===== src/rtl/tlj_pkg.sv =====
`default_nettype none
package tlj_pkg;

  localparam logic [7:0] CH_SPACE = 8'd32;
  localparam logic [7:0] CH_NL    = 8'd10;

  localparam logic [1:0] MODE_RIGHT = 2'd1;
  localparam logic [1:0] MODE_FULL  = 2'd2;

  localparam logic CFG_MODE  = 1'b0;
  localparam logic CFG_WIDTH = 1'b1;

  typedef enum logic [3:0] {
    S_IDLE,
    S_COPY,
    S_START,
    S_DIV,
    S_LEAD,
    S_RD,
    S_CHAR,
    S_PAD,
    S_NL
  } tlj_state_e;

  typedef struct packed {
    logic [7:0] in_char;
    logic       end_of_text;
  } tlj_in_t;

  typedef struct packed {
    logic [7:0] out_char;
    logic       run_last;
    logic       word_cut;
  } tlj_out_t;

  function automatic logic is_sep(input logic [7:0] c);
    return (c == CH_SPACE) || (c >= 8'd9 && c <= 8'd13);
  endfunction

endpackage
`default_nettype wire


===== src/rtl/tlj_stream_if.sv =====
`default_nettype none
interface tlj_stream_if #(parameter type word_t = logic);
  logic  valid;
  logic  ready;
  word_t data;

  modport source (output valid, output data, input ready);
  modport sink (input valid, input data, output ready);
endinterface
`default_nettype wire


===== src/rtl/tlj_ram.sv =====
`default_nettype none
module tlj_ram #(
  parameter int W = 8,
  parameter int D = 31
) (
  input  wire logic                 clk_i,
  input  wire logic                 we_i,
  input  wire logic [$clog2(D)-1:0] waddr_i,
  input  wire logic [W-1:0]         wdata_i,
  input  wire logic [$clog2(D)-1:0] raddr_i,
  output logic      [W-1:0]         rdata_o
);
  logic [W-1:0] mem [D];

  always_ff @(posedge clk_i) begin
    if (we_i) begin
      mem[waddr_i] <= wdata_i;
    end
    rdata_o <= mem[raddr_i];
  end
endmodule
`default_nettype wire


===== src/rtl/text_line_justifier.sv =====
// Timing: a byte that ends no word is taken while the block stays idle. A word commit copies the word
// store into the line store at one byte a cycle; a line emission reads each stored character
// and then emits it, emits padding spaces and the newline directly, stalls on output back-pressure,
// and in full mode first runs a 5-step gap divider. No byte is taken while a word is copied or a line emitted.
// Reset: asynchronous, active low; clears lengths, flags and config (left, width 31).
`default_nettype none
module text_line_justifier #(
  parameter int MAX_WIDTH = 31
) (
  input  wire logic       clk_i,
  input  wire logic       rst_ni,
  input  wire logic       cfg_we_i,
  input  wire logic       cfg_idx_i,
  input  wire logic [4:0] cfg_data_i,
  tlj_stream_if.sink      in_i,
  tlj_stream_if.source    out_o
);
  import tlj_pkg::*;

  localparam int AW = $clog2(MAX_WIDTH);
  localparam int LW = $clog2(MAX_WIDTH + 1);

  tlj_state_e state_q, state_d;

  logic [1:0]    mode_q;
  logic [4:0]    width_q;
  logic [LW-1:0] llen_q, llen_d, gaps_q, gaps_d, wlen_q, wlen_d;
  logic          cut_q, cut_d, eot_q, eot_d, nl_q, nl_d, app_q, app_d;
  logic [LW-1:0] k_q, k_d, gi_q, gi_d, cnt_q, cnt_d, quo_q, quo_d;
  logic [LW:0]   rem_q, rem_d;
  logic          out_valid_q;
  tlj_out_t      out_q;

  logic [LW-1:0] w_eff, ext, wlen_n, add;
  logic [LW:0]   div_sh;
  logic          acc, in_sep, store, commit, fits, can_out;
  logic          push, push_last, pad, last_idx;
  logic [7:0]    push_char, line_rdata, word_rdata;
  logic          lr_we;
  logic [AW-1:0] lr_waddr;
  logic [7:0]    lr_wdata;
  logic [LW:0]   copy_addr;

  assign w_eff  = (width_q > 5'(MAX_WIDTH)) ? LW'(MAX_WIDTH) : LW'(width_q);
  assign ext    = (llen_q < w_eff) ? w_eff - llen_q : '0;
  assign in_sep = is_sep(in_i.data.in_char);
  assign acc    = in_i.valid && in_i.ready;
  assign store  = !in_sep && (wlen_q < LW'(MAX_WIDTH));
  assign wlen_n = wlen_q + LW'(store);
  assign commit = (in_sep || in_i.data.end_of_text) && (wlen_n != '0);
  assign fits   = (llen_q != '0) &&
                  (({1'b0, llen_q} + (LW+1)'(1) + {1'b0, wlen_n}) <= {1'b0, w_eff});
  assign can_out = !out_valid_q || out_o.ready;
  assign pad     = (mode_q == MODE_FULL) && (gaps_q != '0) && (line_rdata == CH_SPACE);
  assign add     = quo_q + LW'(({1'b0, gi_q} < rem_q));
  assign last_idx = (k_q + LW'(1)) == llen_q;
  assign div_sh  = {rem_q[LW-1:0], quo_q[LW-1]};
  assign copy_addr = app_q ? ({1'b0, llen_q} + {1'b0, k_q}) : ({1'b0, k_q} - (LW+1)'(1));

  assign in_i.ready  = (state_q == S_IDLE);
  assign out_o.valid = out_valid_q;
  assign out_o.data  = out_q;

  tlj_ram #(.W(8), .D(MAX_WIDTH)) u_word_ram (
    .clk_i  (clk_i),
    .we_i   (acc && store),
    .waddr_i(wlen_q[AW-1:0]),
    .wdata_i(in_i.data.in_char),
    .raddr_i(k_q[AW-1:0]),
    .rdata_o(word_rdata)
  );

  tlj_ram #(.W(8), .D(MAX_WIDTH)) u_line_ram (
    .clk_i  (clk_i),
    .we_i   (lr_we),
    .waddr_i(lr_waddr),
    .wdata_i(lr_wdata),
    .raddr_i(k_q[AW-1:0]),
    .rdata_o(line_rdata)
  );

  // next state
  always_comb begin
    state_d = state_q;
    unique case (state_q)
      S_IDLE: begin
        if (acc) begin
          if (commit) begin
            state_d = (!fits && llen_q != '0) ? S_START : S_COPY;
          end else if (in_i.data.end_of_text && llen_q != '0) begin
            state_d = S_START;
          end
        end
      end
      S_COPY: begin
        if (k_q == wlen_q) begin
          state_d = eot_q ? S_START : S_IDLE;
        end
      end
      S_START: begin
        if (mode_q == MODE_FULL && gaps_q != '0) begin
          state_d = S_DIV;
        end else if (mode_q == MODE_RIGHT && ext != '0) begin
          state_d = S_LEAD;
        end else begin
          state_d = S_RD;
        end
      end
      S_DIV: begin
        if (cnt_q == LW'(1)) begin
          state_d = S_RD;
        end
      end
      S_LEAD, S_PAD: begin
        if (can_out && cnt_q == LW'(1)) begin
          state_d = S_RD;
        end
      end
      S_RD: state_d = S_CHAR;
      S_CHAR: begin
        if (can_out) begin
          if (pad && add != '0) begin
            state_d = S_PAD;
          end else if (!last_idx) begin
            state_d = S_RD;
          end else begin
            state_d = nl_q ? S_NL : S_IDLE;
          end
        end
      end
      S_NL: begin
        if (can_out) begin
          state_d = S_COPY;
        end
      end
      default: state_d = S_IDLE;
    endcase
  end

  // datapath and outputs
  always_comb begin
    llen_d = llen_q;
    gaps_d = gaps_q;
    wlen_d = wlen_q;
    cut_d  = cut_q;
    eot_d  = eot_q;
    nl_d   = nl_q;
    app_d  = app_q;
    k_d    = k_q;
    gi_d   = gi_q;
    cnt_d  = cnt_q;
    quo_d  = quo_q;
    rem_d  = rem_q;
    push      = 1'b0;
    push_last = 1'b0;
    push_char = CH_SPACE;
    lr_we     = 1'b0;
    lr_waddr  = copy_addr[AW-1:0];
    lr_wdata  = word_rdata;
    unique case (state_q)
      S_IDLE: begin
        if (acc) begin
          wlen_d = wlen_n;
          eot_d  = in_i.data.end_of_text;
          app_d  = fits;
          nl_d   = commit && !fits && (llen_q != '0);
          k_d    = '0;
          if (!in_sep && !store) begin
            cut_d = 1'b1;
          end
          if (!commit && in_i.data.end_of_text && llen_q == '0) begin
            llen_d = '0;
            gaps_d = '0;
            wlen_d = '0;
            cut_d  = 1'b0;
          end
        end
      end
      S_COPY: begin
        k_d = k_q + LW'(1);
        if (k_q == '0) begin
          lr_we    = app_q;
          lr_waddr = llen_q[AW-1:0];
          lr_wdata = CH_SPACE;
        end else begin
          lr_we = 1'b1;
        end
        if (k_q == wlen_q) begin
          llen_d = app_q ? llen_q + wlen_q + LW'(1) : wlen_q;
          gaps_d = app_q ? gaps_q + LW'(1) : '0;
          wlen_d = '0;
          nl_d   = 1'b0;
          k_d    = '0;
        end
      end
      S_START: begin
        k_d  = '0;
        gi_d = '0;
        if (mode_q == MODE_FULL && gaps_q != '0) begin
          cnt_d = LW'(LW);
          rem_d = '0;
          quo_d = ext;
        end else begin
          cnt_d = ext;
        end
      end
      S_DIV: begin
        cnt_d = cnt_q - LW'(1);
        if (div_sh >= {1'b0, gaps_q}) begin
          rem_d = div_sh - {1'b0, gaps_q};
          quo_d = {quo_q[LW-2:0], 1'b1};
        end else begin
          rem_d = div_sh;
          quo_d = {quo_q[LW-2:0], 1'b0};
        end
      end
      S_LEAD, S_PAD: begin
        if (can_out) begin
          push  = 1'b1;
          cnt_d = cnt_q - LW'(1);
        end
      end
      S_RD: ;
      S_CHAR: begin
        if (can_out) begin
          push      = 1'b1;
          push_char = line_rdata;
          push_last = !(pad && add != '0) && last_idx && !nl_q;
          if (pad) begin
            gi_d  = gi_q + LW'(1);
            cnt_d = add;
          end
          k_d = k_q + LW'(1);
          if (!(pad && add != '0) && last_idx) begin
            k_d = '0;
            if (!nl_q) begin
              llen_d = '0;
              gaps_d = '0;
              wlen_d = '0;
              cut_d  = 1'b0;
            end
          end
        end
      end
      S_NL: begin
        if (can_out) begin
          push      = 1'b1;
          push_char = CH_NL;
          push_last = !eot_q;
          app_d     = 1'b0;
          k_d       = '0;
        end
      end
      default: ;
    endcase
  end

  always_ff @(posedge clk_i or negedge rst_ni) begin
    if (!rst_ni) begin
      state_q     <= S_IDLE;
      mode_q      <= 2'd0;
      width_q     <= 5'd31;
      llen_q      <= '0;
      gaps_q      <= '0;
      wlen_q      <= '0;
      cut_q       <= 1'b0;
      eot_q       <= 1'b0;
      nl_q        <= 1'b0;
      app_q       <= 1'b0;
      out_valid_q <= 1'b0;
    end else begin
      state_q <= state_d;
      llen_q  <= llen_d;
      gaps_q  <= gaps_d;
      wlen_q  <= wlen_d;
      cut_q   <= cut_d;
      eot_q   <= eot_d;
      nl_q    <= nl_d;
      app_q   <= app_d;
      if (cfg_we_i) begin
        unique case (cfg_idx_i)
          CFG_MODE:  mode_q  <= cfg_data_i[1:0];
          CFG_WIDTH: width_q <= cfg_data_i;
          default: ;
        endcase
      end
      if (push) begin
        out_valid_q <= 1'b1;
      end else if (out_o.ready) begin
        out_valid_q <= 1'b0;
      end
    end
  end

  always_ff @(posedge clk_i) begin
    k_q   <= k_d;
    gi_q  <= gi_d;
    cnt_q <= cnt_d;
    quo_q <= quo_d;
    rem_q <= rem_d;
    if (push) begin
      out_q <= '{out_char: push_char, run_last: push_last, word_cut: cut_q};
    end
  end
endmodule
`default_nettype wire


===== src/flat_wrapper.sv =====
// flat-port wrapper written by rule: the top's interface ports become plain ports
module text_line_justifier_flat import tlj_pkg::*;
#(
  parameter int MAX_WIDTH = 31
)
  (clk_i, rst_ni, cfg_we_i, cfg_idx_i, cfg_data_i, in_i_valid, in_i_data, in_i_ready, out_o_valid, out_o_data, out_o_ready);
  tlj_stream_if #(.word_t(tlj_in_t)) in_i_i ();
  tlj_stream_if #(.word_t(tlj_out_t)) out_o_i ();
  input  wire logic clk_i;
  input  wire logic rst_ni;
  input  wire logic cfg_we_i;
  input  wire logic cfg_idx_i;
  input  wire logic [4:0] cfg_data_i;
  input wire logic [$bits(in_i_i.valid)-1:0] in_i_valid;
  input wire logic [$bits(in_i_i.data)-1:0] in_i_data;
  output wire logic [$bits(in_i_i.ready)-1:0] in_i_ready;
  output wire logic [$bits(out_o_i.valid)-1:0] out_o_valid;
  output wire logic [$bits(out_o_i.data)-1:0] out_o_data;
  input wire logic [$bits(out_o_i.ready)-1:0] out_o_ready;
  assign in_i_i.valid = in_i_valid;
  assign in_i_i.data = in_i_data;
  assign in_i_ready = in_i_i.ready;
  assign out_o_valid = out_o_i.valid;
  assign out_o_data = out_o_i.data;
  assign out_o_i.ready = out_o_ready;
  text_line_justifier #(.MAX_WIDTH(MAX_WIDTH)) u_core (.clk_i(clk_i), .rst_ni(rst_ni), .cfg_we_i(cfg_we_i), .cfg_idx_i(cfg_idx_i), .cfg_data_i(cfg_data_i), .in_i(in_i_i), .out_o(out_o_i));
endmodule

===== config.mk =====
export PLATFORM = sky130hd
export DESIGN_NAME = text_line_justifier_flat
export DESIGN_NICKNAME = d
export VERILOG_FILES = /design/src/rtl/tlj_pkg.sv /design/src/rtl/tlj_stream_if.sv /design/src/rtl/tlj_ram.sv /design/src/rtl/text_line_justifier.sv /design/src/flat_wrapper.sv
export SDC_FILE = /design/constraint.sdc
export NUM_CORES = 1
export LEC_CHECK = 0
export BUFFER_PORTS_ARGS = -buffer_cell sky130_fd_sc_hd__buf_4
export CAP_MARGIN = 20
export CORE_ASPECT_RATIO = 0.5
export CORE_MARGIN = 4
export CORE_UTILIZATION = 55
export CTS_CLUSTER_SIZE = 16
export DETAILED_ROUTE_END_ITERATION = 10
export GPL_TIMING_DRIVEN = 0
export MAX_ROUTING_LAYER = met4
export PLACE_DENSITY_LB_ADDON = 0.08
export SLEW_MARGIN = 15
export SYNTH_ARGS = -nofsm -noshare
export SYNTH_HDL_FRONTEND = slang
export SYNTH_SLANG_ARGS = --single-unit

===== constraint.sdc =====
create_clock -name clk_i -period 4.5 [get_ports clk_i]
set_clock_uncertainty 0.2 [all_clocks]
set_input_delay 0.9 -clock clk_i [delete_from_list [all_inputs] [get_ports clk_i]]
set_output_delay 0.9 -clock clk_i [all_outputs]
set_load 0.05 [all_outputs]

==> metrics.txt <==
main combinational cell family by area after synthesis=multiplexers; Async SR Flop Fraction=0.05354; placeable core area=approximately 44,000 µm²; cell area after placement=25,910 µm²; worst hold path class=input port to asynchronous set/reset pin; Unique masters post-synth=69; TritonCTS clock tree=built; clock transition time at the flip-flop clock pins of the worst setup and hold paths=roughly 0.070 ns; PwrDens=642.2 nW/µm²; cell type with the largest total area after synthesis=sky130_fd_sc_hd__edfxtp_1; Primary FF master, synth=sky130_fd_sc_hd__edfxtp_1; Gate Count Post-Synth=1,447; area share of and/or/nand/nor cells after synthesis=0.06080; count of buffers inserted at the top-level ports=31; maximum number of pins on one net before global-route repair=35; Setup crit start kind=input port; netlist area before placement=between 20,000 and 25,000 µm²; worst slack at placement=-1.232 ns; number of vias per cell after detailed routing=between 6 and 7; Synth area leaders=sky130_fd_sc_hd__edfxtp_1, sky130_fd_sc_hd__mux4_2, sky130_fd_sc_hd__dfrtp_1; share of cell area taken by muxes after synthesis=0.1502; nets=1,646; synthesized-area fraction occupied by adder cells=0.02573; vias in the first global route=13,850; clock buffer depth=3; share of post-route cells with drive strength above 1=0.2660; flip-flop and latch count after synthesis=579; period utilization=1.021; clock period minus final worst setup slack=4.596 ns; Setup violations, final=2; setup repair after global routing missed its margin=true; non-filler cells in the finished layout=2,208; site row count=54; data arrival time of the worst path=a little under 5 ns; cell with the most instances after synthesis=sky130_fd_sc_hd__edfxtp_1; highest fanout seen on the critical path=13; Fin. Hold Viols=0; worst hold slack across all endpoints=0.05567 ns; Max Transition Viols Final=0; num ports=32; iteration count of the initial detailed-routing pass=5; placed wire-length estimate after detailed placement=41,350 µm; clock network latency to the later pin of the worst-skew pair=~0.6 ns; total power consumption of the routed design=18.38 mW; via total after detailed routing=14,210; DRC violation count after routing=0; Fillers=3,032; Compound-Gate Fraction of Synth Area=0.04208; slew of the pin with the lowest slew margin=approximately 1.1 ns; CP Class=input port to flip-flop; Max transition margin=0.2496; area of all placed cells without fillers=28,630 µm²; cell count after placement=2,076; Die Footprint=a little under 50,000 µm²; count of maximum capacitance violations=0; aggregate routed wire length=62,470 µm; critical path capture point type=flip-flop; area added between synthesis and finish=15.43%; setup slack after layout=-0.09553 ns; gr ovfl total=0; Required @ worst endpoint=about 4.8 ns; RD Place Congestion=0.9442; Root Driver=sky130_fd_sc_hd__clkbuf_16; H-Tree Level Count=2; ANT nets after route=0; Syn. warnings=0; Synth top area share=0.6442; number of flops mapped to enable cells by yosys=between 500 and 600; effective utilization at floorplan=0.5629; global-route wire length before repair=90,710 µm; Syn Area/Cell=17.14 µm²; sequential share of the synthesized area=0.6886; result of the run=complete, but fails checks; Leakage=9.464 nW; detailed-route wire length per cell=28.29 µm; hold buffer count at CTS=0; number of antenna violations at the first check in global routing=1; violated checks=negative setup slack; upper clock frequency limit=217.6 MHz; cts bufs inserted=50; peak ir drop on the vdd network=just under 0.4 mV; overall routing resource usage=0.2665; die outline height=158.2 µm; number of clock sinks seen by CTS=579; antenna diode count=0; DR iter-0 viols=1,788; nets in the synthesized netlist=1,515; width of the die=308.3 µm; share of the synthesized netlist area taken by xor and xnor gates=0.01312; commonest cells in the netlist=sky130_fd_sc_hd__edfxtp_1, sky130_fd_sc_hd__mux4_2, sky130_fd_sc_hd__nor2_1
## placed cells by master, fill, tap and decap left out, types with 6 or more instances in the layout
cell type | Yosys | final
sky130_fd_sc_hd__buf_8 | 0 | 6
sky130_fd_sc_hd__o21a_1 | 6 | 6
sky130_fd_sc_hd__edfxtp_1 | 532 | 532
sky130_fd_sc_hd__o31ai_1 | 8 | 7
sky130_fd_sc_hd__a21oi_1 | 27 | 23
sky130_fd_sc_hd__o211ai_1 | 8 | 8
sky130_fd_sc_hd__buf_2 | 20 | 23
sky130_fd_sc_hd__mux4_2 | 144 | 144
sky130_fd_sc_hd__buf_4 | 0 | 51
sky130_fd_sc_hd__dfrtp_1 | 26 | 26
sky130_fd_sc_hd__nor3_2 | 1 | 6
sky130_fd_sc_hd__inv_1 | 51 | 48
sky130_fd_sc_hd__ha_1 | 43 | 39
sky130_fd_sc_hd__buf_12 | 0 | 13
sky130_fd_sc_hd__a31oi_1 | 7 | 6
sky130_fd_sc_hd__nor2_4 | 0 | 20
sky130_fd_sc_hd__mux2_2 | 24 | 24
sky130_fd_sc_hd__clkbuf_16 | 0 | 53
sky130_fd_sc_hd__nand2_1 | 81 | 76
sky130_fd_sc_hd__nor2b_1 | 13 | 13
sky130_fd_sc_hd__a211oi_1 | 8 | 6
sky130_fd_sc_hd__buf_1 | 7 | 6
sky130_fd_sc_hd__nand4_1 | 6 | 6
sky130_fd_sc_hd__clkbuf_1 | 44 | 52
sky130_fd_sc_hd__o21ai_0 | 67 | 61
sky130_fd_sc_hd__xnor2_1 | 25 | 24
sky130_fd_sc_hd__nand2b_1 | 10 | 10
sky130_fd_sc_hd__nor3_1 | 21 | 12
sky130_fd_sc_hd__xor2_1 | 7 | 6
sky130_fd_sc_hd__clkbuf_8 | 0 | 9
sky130_fd_sc_hd__dfxtp_1 | 16 | 16
sky130_fd_sc_hd__and3_1 | 12 | 12
sky130_fd_sc_hd__a21o_1 | 7 | 7
sky130_fd_sc_hd__nand3_1 | 25 | 25
sky130_fd_sc_hd__nor2_1 | 106 | 83
sky130_fd_sc_hd__mux2i_1 | 21 | 21
## metrics by stage
| stage | util | setup TNS, ns |
|---|---|---|
| floorplan | - | -0.8787 |
| CTS | 0.6418 | -0.6345 |
| global route | 0.6498 | -0.4642 |
| detailed placement | 0.5881 | -297.06 |
| global placement | 0.5857 | -275.51 |
| finish | 0.6498 | -0.1750 |
## final cells by class
cell class / instances / area, µm² / share of cell area
Inverter: 51 / 195.2 / 0.006818
Sequential cell: 579 / 17080 / 0.5966
Clock buffer: 74 / 1474 / 0.05149
Clock inverter: 20 / 240.2 / 0.008392
Multi-Input combinational cell: 746 / 7612 / 0.2659
Tap cell: 588 / 735.7 / 0.02570
Timing Repair Buffer: 83 / 1001 / 0.03497
Buffer: 67 / 290.3 / 0.01014
## cell families after synthesis
logic type / Yosys count
flip-flops: 579
adder cells (fa/ha/maj): 48
multiplexers: 189
AND/OR/NAND/NOR: 311
XOR/XNOR: 34
buffers and inverters: 122
AO/OA/AOI/OAI: 164
## routing by layer
| metal | GRT usage | share of wire | wire length, µm |
|---|---|---|---|
| met3 | 0.06537 | 0.10 | 6498 |
| met1 | 0.3824 | 0.43 | 26570 |
| met2 | 0.3942 | 0.45 | 28160 |
| met5 | - | 0 | 0 |
| met4 | 0.05881 | 0.020 | 1243 |
## where the power goes
group / leakage (nW) / internal [mW] / switching [mW]
clock network: 0.826 / 2.52 / 1.99
logic: 3.30 / 2.74 / 4.30
registers: 5.33 / 6.64 / 0.191
## sequential cells by signal (all words and copies together) (netlist names), 4 cells and up
name,flops
u_core.width_q,5
u_core.state_q,4
u_core.u_line_ram.mem,248
u_core.u_line_ram.rdata_o,8
u_core.u_word_ram.rdata_o,8
u_core.out_o.data,10
u_core.gi_q,5
u_core.llen_q,5
u_core.cnt_q,5
u_core.rem_q,6
u_core.gaps_q,5
u_core.quo_q,5
u_core.k_q,5
u_core.wlen_q,5
u_core.u_word_ram.mem,248
## critical path: stages
cell and delay [ns]:
sky130_fd_sc_hd__buf_16 0.13, sky130_fd_sc_hd__or4b_1 0.50, sky130_fd_sc_hd__a21o_1 0.20, sky130_fd_sc_hd__a2111oi_4 0.47, sky130_fd_sc_hd__nor2_1 0.09, sky130_fd_sc_hd__ha_2 0.22, sky130_fd_sc_hd__ha_4 0.17, sky130_fd_sc_hd__xor2_2 0.14
sky130_fd_sc_hd__ha_1 0.35, sky130_fd_sc_hd__a21o_1 0.18, sky130_fd_sc_hd__a21oi_2 0.20, sky130_fd_sc_hd__xnor2_2 0.11, sky130_fd_sc_hd__ha_1 0.30, sky130_fd_sc_hd__mux2i_1 0.20, sky130_fd_sc_hd__a21o_1 0.19, sky130_fd_sc_hd__a31oi_4 0.13
sky130_fd_sc_hd__o21ai_2 0.16, sky130_fd_sc_hd__o21a_1 0.14, sky130_fd_sc_hd__o21ai_1 0.06
## final timing paths
path / endpoint / start / cells after the start / slack [ns]
worst max-delay path: u_core.state_q[1] / in_i_data[4] / 19 / -0.1
worst min-delay path: u_core.llen_q[3] / rst_ni / 1 / 0.06
worst max register to register: u_core.u_line_ram.mem[5][0] / u_core.k_q[0] / 12 / 0.16
worst min register to register: u_core.mode_q[0] / u_core.mode_q[0] / 1 / 0.32
max in group asynchronous: u_core.width_q[1] / rst_ni / 1 / 3.70
min in group clk_i: u_core.mode_q[0] / u_core.mode_q[0] / 1 / 0.32
## what timing repair did
action | in CTS | in global routing
resized for setup | 91 | 16
setup endpoints to repair | 515 | 251
pin swaps | 30 | 23
cloned | 3 | 1
buffers inserted | 17 | 14
(Power assumes the default switching activity.)
